File: src/rtl/mtt_pkg.sv
// shared types, constants and character class helpers for the text tokenizer
// no dependencies
package mtt_pkg;

    // result event codes
    localparam logic [3:0] EV_TEXT   = 4'd0;
    localparam logic [3:0] EV_STREND = 4'd4;
    localparam logic [3:0] EV_LBRACE = 4'd5;
    localparam logic [3:0] EV_RBRACE = 4'd6;
    localparam logic [3:0] EV_LPAREN = 4'd7;
    localparam logic [3:0] EV_RPAREN = 4'd8;
    localparam logic [3:0] EV_ERROR  = 4'd9;
    localparam logic [3:0] EV_END    = 4'd10;
    localparam logic [3:0] EV_NONE   = 4'd0;

    // token kinds, which double as the kind end event
    localparam logic [1:0] KIND_NONE  = 2'd0;
    localparam logic [1:0] KIND_INT   = 2'd1;
    localparam logic [1:0] KIND_FLOAT = 2'd2;
    localparam logic [1:0] KIND_KEY   = 2'd3;

    localparam logic [7:0] CH_LBRACE = 8'h7B;
    localparam logic [7:0] CH_RBRACE = 8'h7D;
    localparam logic [7:0] CH_LPAREN = 8'h28;
    localparam logic [7:0] CH_RPAREN = 8'h29;
    localparam logic [7:0] CH_MINUS  = 8'h2D;
    localparam logic [7:0] CH_DOT    = 8'h2E;
    localparam logic [7:0] CH_SLASH  = 8'h2F;
    localparam logic [7:0] CH_QUOTE  = 8'h22;
    localparam logic [7:0] CH_LF     = 8'h0A;
    localparam logic [7:0] CH_TAB    = 8'h09;
    localparam logic [7:0] CH_CR     = 8'h0D;
    localparam logic [7:0] CH_SPACE  = 8'h20;

    localparam int FIFO_DEPTH = 4;
    localparam int FIFO_AW    = 2;

    // one or two results produced by one accepted item
    typedef struct packed {
        logic       two;
        logic [3:0] ev0;
        logic [7:0] b0;
        logic [3:0] ev1;
        logic [7:0] b1;
    } cmd_t;

    function automatic logic is_space(input logic [7:0] c);
        return (c == CH_SPACE) || (c == CH_TAB) || (c == CH_CR) || (c == CH_LF);
    endfunction

    function automatic logic is_digit(input logic [7:0] c);
        return (c >= 8'h30) && (c <= 8'h39);
    endfunction

    function automatic logic is_letter(input logic [7:0] c);
        return ((c >= 8'h61) && (c <= 8'h7A)) || ((c >= 8'h41) && (c <= 8'h5A));
    endfunction

    // zero when not a bracket
    function automatic logic [3:0] bracket_event(input logic [7:0] c);
        logic [3:0] ev;
        ev = EV_NONE;
        if (c == CH_LBRACE) ev = EV_LBRACE;
        if (c == CH_RBRACE) ev = EV_RBRACE;
        if (c == CH_LPAREN) ev = EV_LPAREN;
        if (c == CH_RPAREN) ev = EV_RPAREN;
        return ev;
    endfunction

endpackage

File: src/rtl/mtt_front.sv
// front end: lexer state and per-character classification into result commands
// depends on mtt_pkg
module mtt_front
    import mtt_pkg::*;
(
    input  logic       aclk,
    input  logic       aresetn,
    input  logic       accept,
    input  logic [7:0] char_in,
    input  logic       end_of_input,
    output logic       push,
    output cmd_t       cmd
);

    localparam logic [2:0] MODE_IDLE    = 3'd0;
    localparam logic [2:0] MODE_TOKEN   = 3'd1;
    localparam logic [2:0] MODE_STRING  = 3'd2;
    localparam logic [2:0] MODE_SLASH   = 3'd3;
    localparam logic [2:0] MODE_COMMENT = 3'd4;

    logic [2:0] mode_reg, mode_next;
    logic [1:0] kind_reg, kind_next;
    logic       err_reg, err_next;
    logic [1:0] cnt;
    logic [3:0] br;
    logic [3:0] kind_ev;

    assign br      = bracket_event(char_in);
    assign kind_ev = {2'b00, kind_reg};

    always_comb begin
        mode_next = mode_reg;
        kind_next = kind_reg;
        err_next  = err_reg;
        cnt       = 2'd0;
        cmd.two   = 1'b0;
        cmd.ev0   = EV_NONE;
        cmd.b0    = 8'h00;
        cmd.ev1   = EV_NONE;
        cmd.b1    = 8'h00;
        if (end_of_input) begin
            cnt = 2'd1;
            cmd.ev0 = EV_END;
            if (!err_reg && (mode_reg == MODE_TOKEN)) begin
                cnt = 2'd2;
                cmd.ev0 = kind_ev;
                cmd.ev1 = EV_END;
            end else if (!err_reg && ((mode_reg == MODE_STRING) ||
                                      (mode_reg == MODE_SLASH))) begin
                cnt = 2'd2;
                cmd.ev0 = EV_ERROR;
                cmd.ev1 = EV_END;
            end
            mode_next = MODE_IDLE;
            kind_next = KIND_NONE;
            err_next  = 1'b0;
        end else if (!err_reg) begin
            unique case (mode_reg)
                MODE_TOKEN: begin
                    if (br != EV_NONE) begin
                        cnt = 2'd2;
                        cmd.ev0 = kind_ev;
                        cmd.ev1 = br;
                        cmd.b1  = char_in;
                        mode_next = MODE_IDLE;
                        kind_next = KIND_NONE;
                    end else if (is_space(char_in) || (char_in == CH_QUOTE) ||
                                 (char_in == CH_SLASH)) begin
                        cnt = 2'd1;
                        cmd.ev0 = kind_ev;
                        kind_next = KIND_NONE;
                        if (char_in == CH_QUOTE) mode_next = MODE_STRING;
                        else if (char_in == CH_SLASH) mode_next = MODE_SLASH;
                        else mode_next = MODE_IDLE;
                    end else if (is_digit(char_in) ||
                                 (is_letter(char_in) && (kind_reg == KIND_KEY))) begin
                        cnt = 2'd1;
                        cmd.ev0 = EV_TEXT;
                        cmd.b0  = char_in;
                    end else if ((char_in == CH_DOT) && (kind_reg == KIND_INT)) begin
                        cnt = 2'd1;
                        cmd.ev0 = EV_TEXT;
                        cmd.b0  = char_in;
                        kind_next = KIND_FLOAT;
                    end else if ((char_in == CH_MINUS) || is_letter(char_in) ||
                                 (char_in == CH_DOT)) begin
                        cnt = 2'd1;
                        cmd.ev0 = EV_ERROR;
                        err_next  = 1'b1;
                        mode_next = MODE_IDLE;
                        kind_next = KIND_NONE;
                    end
                    // anything else inside a token is dropped
                end
                MODE_STRING: begin
                    cnt = 2'd1;
                    if (char_in == CH_QUOTE) begin
                        cmd.ev0 = EV_STREND;
                        mode_next = MODE_IDLE;
                    end else begin
                        cmd.ev0 = EV_TEXT;
                        cmd.b0  = char_in;
                    end
                end
                MODE_SLASH: begin
                    if (char_in == CH_SLASH) begin
                        mode_next = MODE_COMMENT;
                    end else begin
                        cnt = 2'd1;
                        cmd.ev0 = EV_ERROR;
                        err_next  = 1'b1;
                        mode_next = MODE_IDLE;
                        kind_next = KIND_NONE;
                    end
                end
                MODE_COMMENT: begin
                    if (char_in == CH_LF) mode_next = MODE_IDLE;
                end
                default: begin
                    mode_next = MODE_IDLE;
                    if (is_space(char_in)) begin
                        cnt = 2'd0;
                    end else if (br != EV_NONE) begin
                        cnt = 2'd1;
                        cmd.ev0 = br;
                        cmd.b0  = char_in;
                    end else if (is_digit(char_in) || (char_in == CH_MINUS)) begin
                        cnt = 2'd1;
                        cmd.ev0 = EV_TEXT;
                        cmd.b0  = char_in;
                        mode_next = MODE_TOKEN;
                        kind_next = KIND_INT;
                    end else if (is_letter(char_in)) begin
                        cnt = 2'd1;
                        cmd.ev0 = EV_TEXT;
                        cmd.b0  = char_in;
                        mode_next = MODE_TOKEN;
                        kind_next = KIND_KEY;
                    end else if (char_in == CH_QUOTE) begin
                        mode_next = MODE_STRING;
                    end else if (char_in == CH_SLASH) begin
                        mode_next = MODE_SLASH;
                    end else begin
                        cnt = 2'd1;
                        cmd.ev0 = EV_ERROR;
                        err_next  = 1'b1;
                        kind_next = KIND_NONE;
                    end
                end
            endcase
        end
        cmd.two = (cnt == 2'd2);
    end

    assign push = accept && (cnt != 2'd0);

    always_ff @(posedge aclk) begin
        if (!aresetn) begin
            mode_reg <= MODE_IDLE;
            kind_reg <= KIND_NONE;
            err_reg  <= 1'b0;
        end else if (accept) begin
            mode_reg <= mode_next;
            kind_reg <= kind_next;
            err_reg  <= err_next;
        end
    end

`ifndef NO_ASSERTIONS
    // a held error always leaves the lexer parked in idle with no token
    a_err_parks: assert property (@(posedge aclk) disable iff (!aresetn)
        err_reg |-> (mode_reg == MODE_IDLE) && (kind_reg == KIND_NONE))
        else $error("error held with lexer not parked");
    // a token in progress always has a kind
    a_token_kind: assert property (@(posedge aclk) disable iff (!aresetn)
        (mode_reg == MODE_TOKEN) |-> (kind_reg != KIND_NONE))
        else $error("token mode without a kind");
`endif

endmodule

File: src/rtl/mtt_fifo.sv
// short command queue between front and back end
// depends on mtt_pkg
module mtt_fifo
    import mtt_pkg::*;
(
    input  logic aclk,
    input  logic aresetn,
    input  logic push,
    input  cmd_t push_cmd,
    input  logic pop,
    output cmd_t head_cmd,
    output logic not_empty,
    output logic full
);

    cmd_t                 mem_reg [FIFO_DEPTH];
    logic [FIFO_AW-1:0]   wr_ptr_reg, rd_ptr_reg;
    logic [FIFO_AW:0]     cnt_reg;

    assign not_empty = (cnt_reg != '0);
    assign full      = (cnt_reg == (FIFO_AW+1)'(FIFO_DEPTH));
    assign head_cmd  = mem_reg[rd_ptr_reg];

    always_ff @(posedge aclk) begin
        if (push) mem_reg[wr_ptr_reg] <= push_cmd;
    end

    always_ff @(posedge aclk) begin
        if (!aresetn) begin
            wr_ptr_reg <= '0;
            rd_ptr_reg <= '0;
            cnt_reg    <= '0;
        end else begin
            if (push) wr_ptr_reg <= wr_ptr_reg + 1'b1;
            if (pop)  rd_ptr_reg <= rd_ptr_reg + 1'b1;
            if (push && !pop)      cnt_reg <= cnt_reg + 1'b1;
            else if (pop && !push) cnt_reg <= cnt_reg - 1'b1;
        end
    end

`ifndef NO_ASSERTIONS
    a_no_overflow: assert property (@(posedge aclk) disable iff (!aresetn)
        push |-> (!full || pop))
        else $error("command queue overflow");
`endif

endmodule

File: src/rtl/mtt_back.sv
// back end: plays each queued command out as one or two result items
// depends on mtt_pkg
module mtt_back
    import mtt_pkg::*;
(
    input  logic        aclk,
    input  logic        aresetn,
    input  cmd_t        head_cmd,
    input  logic        not_empty,
    output logic        pop,
    output logic        m_tvalid,
    input  logic        m_tready,
    output logic [7:0]  m_tdata,
    output logic [3:0]  m_tuser,
    output logic        m_tlast
);

    cmd_t cur_reg;
    logic valid_reg;
    logic phase_reg;
    logic last_phase;
    logic [3:0] ev;
    logic [7:0] byte_out;

    assign last_phase = (phase_reg == cur_reg.two);
    assign ev         = phase_reg ? cur_reg.ev1 : cur_reg.ev0;
    assign byte_out   = phase_reg ? cur_reg.b1  : cur_reg.b0;

    assign m_tvalid = valid_reg;
    assign m_tdata  = byte_out;
    assign m_tuser  = ev;
    assign m_tlast  = last_phase;

    // reload from the queue when idle or once the final result of this command goes
    assign pop = not_empty && (!valid_reg || (m_tready && last_phase));

    always_ff @(posedge aclk) begin
        if (pop) cur_reg <= head_cmd;
    end

    always_ff @(posedge aclk) begin
        if (!aresetn) begin
            valid_reg <= 1'b0;
            phase_reg <= 1'b0;
        end else if (pop) begin
            valid_reg <= 1'b1;
            phase_reg <= 1'b0;
        end else if (valid_reg && m_tready) begin
            if (last_phase) begin
                valid_reg <= 1'b0;
                phase_reg <= 1'b0;
            end else begin
                phase_reg <= 1'b1;
            end
        end
    end

`ifndef NO_ASSERTIONS
    a_phase_two: assert property (@(posedge aclk) disable iff (!aresetn)
        phase_reg |-> (valid_reg && cur_reg.two))
        else $error("second result of a single-result command");
    a_end_is_last: assert property (@(posedge aclk) disable iff (!aresetn)
        (m_tvalid && (m_tuser == EV_END)) |-> m_tlast)
        else $error("end event not marked last");
`endif

endmodule

File: src/rtl/model_text_tokenizer_unit.sv
// top level of the streaming text tokenizer
// depends on mtt_pkg, mtt_front, mtt_fifo, mtt_back
//
// One character is taken per clock while the queue has room; the lexer decides
// every character in the cycle it is accepted and queues the one or two results
// that it causes, if any, as one entry of a four-entry command queue, so input
// keeps flowing while results wait on the output. The output side delivers one
// result per cycle while m_tready is high; a character that causes two results
// (a token closed by a bracket, or end of input with a token, string or lone
// slash pending) holds the output for both, so long runs of those limit the
// sustained input rate. Input stalls only when the queue is full.
module model_text_tokenizer_unit
    import mtt_pkg::*;
(
    input  logic        aclk,
    input  logic        aresetn,
    input  logic        s_tvalid,
    output logic        s_tready,
    input  logic [7:0]  s_tdata,   // [7:0] char_in
    input  logic        s_tlast,   // end_of_input
    output logic        m_tvalid,
    input  logic        m_tready,
    output logic [7:0]  m_tdata,   // [7:0] text_byte
    output logic [3:0]  m_tuser,   // [3:0] event_res
    output logic        m_tlast    // last
);

    logic accept;
    logic push;
    logic pop;
    logic not_empty;
    logic full;
    cmd_t push_cmd;
    cmd_t head_cmd;

    assign s_tready = !full;
    assign accept   = s_tvalid && s_tready;

    mtt_front u_front (
        .aclk         (aclk),
        .aresetn      (aresetn),
        .accept       (accept),
        .char_in      (s_tdata),
        .end_of_input (s_tlast),
        .push         (push),
        .cmd          (push_cmd)
    );

    mtt_fifo u_fifo (
        .aclk      (aclk),
        .aresetn   (aresetn),
        .push      (push),
        .push_cmd  (push_cmd),
        .pop       (pop),
        .head_cmd  (head_cmd),
        .not_empty (not_empty),
        .full      (full)
    );

    mtt_back u_back (
        .aclk      (aclk),
        .aresetn   (aresetn),
        .head_cmd  (head_cmd),
        .not_empty (not_empty),
        .pop       (pop),
        .m_tvalid  (m_tvalid),
        .m_tready  (m_tready),
        .m_tdata   (m_tdata),
        .m_tuser   (m_tuser),
        .m_tlast   (m_tlast)
    );

endmodule

File: config.mk
export PLATFORM = sky130hd
export DESIGN_NAME = model_text_tokenizer_unit
export DESIGN_NICKNAME = d
export VERILOG_FILES = /design/src/rtl/mtt_pkg.sv /design/src/rtl/mtt_front.sv /design/src/rtl/mtt_fifo.sv /design/src/rtl/mtt_back.sv /design/src/rtl/model_text_tokenizer_unit.sv
export SDC_FILE = /design/constraint.sdc
export NUM_CORES = 1
export LEC_CHECK = 0
export ABC_AREA = 1
export BUFFER_PORTS_ARGS = -buffer_cell sky130_fd_sc_hd__buf_2
export CORE_UTILIZATION = 25
export CTS_CLUSTER_SIZE = 16
export DETAILED_ROUTE_END_ITERATION = 8
export PLACE_DENSITY = 0.42
export SLEW_MARGIN = 20
export SYNTH_ARGS = -nofsm -noshare
export SYNTH_HDL_FRONTEND = slang
export SYNTH_SLANG_ARGS = --single-unit
File: constraint.sdc
create_clock -name aclk -period 7.5 [get_ports aclk]
set_input_delay 1.125 -clock aclk [delete_from_list [all_inputs] [get_ports aclk]]
set_output_delay 1.125 -clock aclk [all_outputs]
set_load 0.05 [all_outputs]
; ---- Word level (Yosys, flattened, before mapping)
; Memory sizes are Yosys's and may differ from the RTL's. A register that Yosys moved wholly into a read port is not among the register bits.
; Cells that the tools add are included.
[totals]
mem_bits_rw = 100
mem_count = 1
register_bits = 15
word_cells = 200
in_bits = 13
[memory_table]
columns = name, words, width, rd, rd_ports_with_merged_regs, wr, line_no
row1 = u_fifo.mem_reg, 4, 25, 1, 1, 1, mtt_fifo.sv:16  ; cmd_t mem_reg [FIFO_DEPTH];
[classes]
n_mux = 105
reduce_logical = 43
addsub = 4
order_cmp = 6
n_bitwise = 1
n_eq_ne = 32
[ops]
columns = op, n
row1 = 12-bit two-way mux, 6
row2 = 8-bit two-way mux, 8
row3 = 3-bit two-way mux, 21
row4 = "8-bit by 6-bit == test with 1-bit output, second input constant", 7
row5 = 4-bit two-way mux, 14
row6 = 2-bit two-way mux, 26
row7 = "8-bit by 4-bit == test with 1-bit output, second input constant", 3
row8 = 24-bit two-way mux, 1
row9 = 8-bit case mux with 3 select lines, 1
row10 = 1-bit two-way mux, 23
row11 = "8-bit by 7-bit == test with 1-bit output, second input constant", 2
row12 = "8-bit by 7-bit >= comparator with 1-bit output, second input constant", 2
row13 = "8-bit by 7-bit less-or-equal comparator with 1-bit output, second input constant", 2
row14 = 4-bit case mux with 4 select lines, 1
row15 = "5-bit != test, second input constant", 3
row16 = 1-bit logical AND, 14
row17 = 1-bit logical OR, 12
row18 = 3-bit case mux with 4 select lines, 1
row19 = "8-bit by 6-bit >= comparator with 1-bit output, second input constant", 1
row20 = "8-bit by 6-bit less-or-equal comparator with 1-bit output, second input constant", 1
row21 = "4-bit by 2-bit != test with 1-bit output, second input constant", 2
row22 = 2-bit case mux with 4 select lines, 1
row23 = 8-bit AND reduction, 1
row24 = 2-bit nonzero test, 4
row25 = 24 further kinds, 34

; ---- Logic depth before layout (Yosys ltp)
[logic_depth]
ltp_word = 19
depth_mapped = 20
mapped_depth_nobuf = 20

; ---- Modules after synthesis
; From an unflattened synthesis, not the netlist that was laid out.
[unflattened]
cells_unflattened = 666
hier_area_um2 = 6746.5
[modules_own_cells]
columns = module, cells_per_inst, n_inst, area_per_inst_um2, seq_area_each_um2
row1 = mtt_fifo, 301, 1, 4259.1, 3183.1
row2 = mtt_front, 281, 1, 1451.4, 120.1
row3 = mtt_back, 81, 1, 1022.2, 790.8
row4 = model_text_tokenizer_unit, 3, 1, 13.8, 0.0

; ---- Worst setup path before layout
; OpenSTA, ideal clock, no wires.
[synth_timing]
path_kind = input to register
start = input port s_tdata[6]
end = memory u_fifo.mem_reg[0][0] in the netlist's numbering (enable)
setup_slack_ps = 3857
cell_stages = 12
t_arrival_ps = 3236
required_ps = 7093
path_cell_list = inv_1 -> nand2_1 -> nor2_4 -> nand2_1 -> nand2_2 -> nor2_1 -> inv_2 -> a21oi_1 -> nand2_1 -> nand3_2 -> nand2_2 -> nor2_1
[synth_between]
elab_chain_cells = 17
elab_cells_between_ends = 56
classes_between = order compare (6) / eq/ne (12) / mux (20) / reduce/logical (18)
[synth_rtl]
columns = element, line_no
row1 = "start, declared", model_text_tokenizer_unit.sv:19  ; input logic [7:0] s_tdata,
row2 = 8-bit by 7-bit >= comparator with 1-bit output / 8-bit by 7-bit less-or-equal comparator with 1-bit output (equally long branches), mtt_pkg.sv:56  ; return ((c >= 8'h61) && (c <= 8'h7A)) || ((c >= 8'h41) && (c <= 8'h5A));
row3 = 1-bit logical AND, mtt_pkg.sv:56
row4 = 1-bit logical OR, mtt_pkg.sv:56
row5 = 1-bit logical OR (2 in a row), mtt_front.sv:85  ; end else if ((char_in == CH_MINUS) || is_letter(char_in) ||
row6 = 1-bit two-way mux, mtt_front.sv:85
row7 = 1-bit two-way mux, mtt_front.sv:80  ; end else if ((char_in == CH_DOT) && (kind_reg == KIND_INT)) begin
row8 = 2-bit two-way mux, mtt_front.sv:75  ; end else if (is_digit(char_in) ||
row9 = 2-bit two-way mux, mtt_front.sv:67  ; end else if (is_space(char_in) || (char_in == CH_QUOTE) ||
row10 = 2-bit two-way mux, mtt_front.sv:60  ; if (br != EV_NONE) begin
row11 = 2-bit case mux with 4 select lines (*), mtt_front.sv:58  ; unique case (mode_reg)
row12 = 2-bit two-way mux (*), mtt_front.sv:57  ; end else if (!err_reg) begin
row13 = 2-bit two-way mux (*), mtt_front.sv:41  ; if (end_of_input) begin
row14 = 2-bit nonzero test (*), mtt_front.sv:155  ; assign push = accept && (cnt != 2'd0);
row15 = 1-bit logical AND (*), mtt_front.sv:155
row16 = 1-bit two-way mux (*), mtt_fifo.sv:25  ; if (push) mem_reg[wr_ptr_reg] <= push_cmd;
row17 = 1-bit two-way mux (not written as such) (*), mtt_fifo.sv:25
row18 = "end, declared", mtt_fifo.sv:16
; Mark *: on every way between the ends. The rest lies on a longest branch, timed or not.

; ---- Final worst setup path
[layout_timing]
start = input port s_tdata[6]
end = register u_fifo.cnt_reg[2]
[layout_between]
elab_chain_cells = 18
elab_cells_between_ends = 59
classes_between = order compare (6) / eq/ne (12) / mux (19) / reduce/logical (22)
[layout_rtl]
columns = element, line_no
row1 = 8-bit by 7-bit >= comparator with 1-bit output / 8-bit by 7-bit less-or-equal comparator with 1-bit output (equally long branches), mtt_pkg.sv:56
row2 = 1-bit logical AND, mtt_pkg.sv:56
row3 = 1-bit logical OR, mtt_pkg.sv:56
row4 = 1-bit logical OR (2 in a row), mtt_front.sv:85
row5 = 1-bit two-way mux, mtt_front.sv:85
row6 = 1-bit two-way mux, mtt_front.sv:80
row7 = 2-bit two-way mux, mtt_front.sv:75
row8 = 2-bit two-way mux, mtt_front.sv:67
row9 = (+2 left out), -
row10 = 2-bit two-way mux (*), mtt_front.sv:57
row11 = 2-bit two-way mux (*), mtt_front.sv:41
row12 = 2-bit nonzero test (*), mtt_front.sv:155
row13 = 1-bit logical AND (*), mtt_front.sv:155
row14 = named net push, model_text_tokenizer_unit.sv:29  ; logic push;
row15 = 1-bit logical NOT, mtt_fifo.sv:37  ; else if (pop && !push) cnt_reg <= cnt_reg - 1'b1;
row16 = 1-bit logical AND, mtt_fifo.sv:37
row17 = 2-bit nonzero test (no source line), -
row18 = "end signal, assigned", mtt_fifo.sv:36  ; if (push && !pop) cnt_reg <= cnt_reg + 1'b1;
row19 = "end signal, assigned", mtt_fifo.sv:37
row20 = "end, declared", mtt_fifo.sv:18  ; logic [FIFO_AW:0] cnt_reg;
; Mark *: on every way through the listed nets, which the timed path passes. The rest lies on a longest branch.
; A chain may end at the register's enable or synchronous reset.

==> results.json <==
{
  "arrival_ns": 3.79,
  "syn-instance-count": 600,
  "grt_remaining_overflow": 0,
  "die_x_um": 161.4,
  "cts_made_buffers": 17,
  "cts_sinks": 140,
  "cp_slowest_cell": "fa_1",
  "synth_ff_type": "edfxtp_1",
  "grt_use_met2_pct": 19.16,
  "core-area_mm2": 0.02460,
  "insertion_delay_ns": 0.42,
  "drv_slew": 0,
  "dp_slack_ns": 3.587,
  "yosysTopAreaCell": "edfxtp_1",
  "wl_um": 15250,
  "nNetsFinal": 651,
  "grt_max_degree": 53,
  "crit_required_ns": 7.80,
  "setup_tns_ns": 0,
  "cpLargestDelayFamily": "simple AND/OR/NAND/NOR gates",
  "rsz0062_at_grt": "false",
  "crit_type": "in2reg",
  "fin_cells": 969,
  "fin_ws_ns": 4.017,
  "synth_edf_count": 125,
  "min_period_ns": 3.483,
  "finalSetupViolations": 0,
  "drc": 0,
  "gr-usage-all-layers_pct": 12.42,
  "num_antenna_cells": 0,
  "cts_tree": "yes",
  "antenna_found_initial": 0,
  "vias": 4328,
  "peakVddDrop_mv": 0.1480,
  "yosys_register_bits": 140,
  "syn_area_mm2": 0.006352,
  "synth_top_area_share_pct": 59.09,
  "crit_chain": "buf_2, inv_1, nand2_1, nor2_4, nand2_1, nand2_2, nor2_1, nand2_1, nand2_1, nand2_1, nand2_1, nand3_2, nand2_2, inv_1, ha_1, inv_1, fa_1, a21oi_1, o21ai_0, o21ai_0, a21oi_1",
  "cts_buffer_depth": 2,
  "post-place-cells": 937,
  "synth-async-reset-ratio_pct": 0,
  "power.leakage_nw": 2.749,
  "dp_hpwl_um": 9893,
  "dr.pass1.iters": 4,
  "cp_max_fo": 8,
  "seq_area_frac_synth_pct": 63.82,
  "place_congestion": 0.8308,
  "synth_cell_type_count": 37,
  "grt_pass1_wl_um": 24340,
  "cp_common_cell": "nand2_1",
  "cts-htree-levels": 4,
  "start_util_pct": 25.82,
  "postSynthAreaPerCell_um2": 10.59,
  "holdCritPathClass": "reg2reg",
  "worst-path-buf-inv": 4,
  "slew_headroom_pct": 29.43,
  "viasPerCell": 4.466,
  "die_y_um": 161.4,
  "grt_pass1_vias": 4235,
  "post_cts_buffers": 0,
  "met3_usage_pct": 3.107,
  "outcome": "complete, no violations",
  "clock.fmax_mhz": 287.1,
  "critPathMaxStageDelay_ns": 0.44,
  "power.density_mw_per_mm2": 402.7,
  "ys_warn_count": 0,
  "use_met1_pct": 17.07,
  "numPortBuffers": 27,
  "hold_violations": 0,
  "root_buffer": "clkbuf_16",
  "worst_setup_path_end_kind": "flip-flop",
  "layout-drive-gt1-share_pct": 17.21,
  "hold_buffers": 0,
  "clk_transition_reported_paths_ns": 0.06,
  "cts-resized-gates": 0,
  "grt-busiest-layer": "met2",
  "ant_nets": 0,
  "drv_cap": 0,
  "ios": 28,
  "drtIter0Drc": 271,
  "wl_per_cell_um": 15.74,
  "fin_crit_sh_pct": 46.44,
  "clock_skew_ns": 0.009820,
  "start_kind": "input pin",
  "layout_commonest_cell": "edfxtp_1",
  "syn_to_final_growth_pct": 18.20,
  "synth_top_cells_by_area": "edfxtp_1 59%, nor2_1 5.8%, o21ai_0 5.1%, dfxtp_1 4.7%, nand2_1 4.4%",
  "largest_reg_flops": 100,
  "fill_cells": 2527,
  "fp-row-count": 57,
  "layout_common_cells": "125 x edfxtp_1, 94 x nor2_1, 74 x nand2_1",
  "tightest_slew_ns": 1.057,
  "dieArea_mm2": 0.02605
}
==> metal layers <==
layer	up-vias	wire (um)
li1	2158	-
met1	2074	7609
met2	74	6899
met3	22	536
met4	0	203
met5	-	0
==> final cells by class <==
| cell class | count | area (um^2) | area share (%) |
|---|---|---|---|
| Clock inverter | 14 | 206.4 | 2.750 |
| Tap cell | 324 | 405.4 | 5.399 |
| Multi-Input combinational cell | 382 | 2024 | 26.96 |
| Inverter | 61 | 231.5 | 3.083 |
| Sequential cell | 140 | 4054 | 53.99 |
| Timing Repair Buffer | 30 | 157.7 | 2.100 |
| Clock buffer | 18 | 429.2 | 5.716 |
==> where the power goes <==
part / total [mW] / switching (mW) / internal [mW]
Clock: 0.899 / 0.335 / 0.564
Sequential: 1.18 / 0.0775 / 1.10
Combinational: 0.944 / 0.693 / 0.251
==> synthesized netlist by cell type, drive strengths merged, types with 3 or more instances <==
| cell type | n |
|---|---|
| a21oi | 18 |
| buf | 4 |
| clkbuf | 16 |
| dfxtp | 15 |
| edfxtp | 125 |
| ha | 5 |
| inv | 61 |
| mux2 | 12 |
| nand2 | 81 |
| nand3 | 30 |
| nand4 | 4 |
| nor2 | 109 |
| nor3 | 15 |
| o211ai | 3 |
| o21ai | 68 |
| o22ai | 26 |
==> per-stage QoR <==
step	cell area (um^2)	power (mW)	hold WS [ns]	util, %
after floorplan	6364	1.869	0.4522	-
after detailed placement	6872	2.163	0.4688	27.93
final	7508	3.024	0.4810	30.52
after global placement	6872	2.150	0.4731	27.93
after global routing	7508	3.203	0.5060	30.52
after CTS	7507	3.071	0.4815	30.51
==> cell families after synthesis <==
| kind of cell | Yosys count | share of synthesized area (%) |
|---|---|---|
| and+or+nand+nor | 241 | 17.35 |
| buffers and inverters | 81 | 4.983 |
| adders and majority gates | 6 | 1.300 |
| AOI/OAI and AO/OA | 118 | 10.22 |
| other | 1 | 0.05903 |
| muxes | 12 | 2.127 |
| DFF | 140 | 63.82 |
| xor gates and xnor gates | 1 | 0.1379 |
==> worst register-to-register path, cell delays in order, from the launching register on <==
cell and delay (ns):
dfxtp_1 0.82, xnor2_1 0.25, inv_1 0.07, o21ai_0 0.22
inv_1 0.08, nor2_2 0.08, buf_4 0.35, inv_1 0.13
ha_1 0.20, inv_1 0.10, fa_1 0.39, o21ai_0 0.18
a21oi_1 0.06
==> path summary, 6_finish.rpt <==
check | start | endpoint | slack [ns] | depth (start not counted)
min | u_fifo.cnt_reg[2] | u_fifo.cnt_reg[2] | 0.48 | 2
max reg2reg | u_back.phase_reg | u_fifo.cnt_reg[1] | 4.46 | 12
max | s_tdata[6] | u_fifo.cnt_reg[2] | 4.02 | 21
min reg2reg | u_fifo.cnt_reg[2] | u_fifo.cnt_reg[2] | 0.48 | 2
Power figures use the tool's default switching activity.
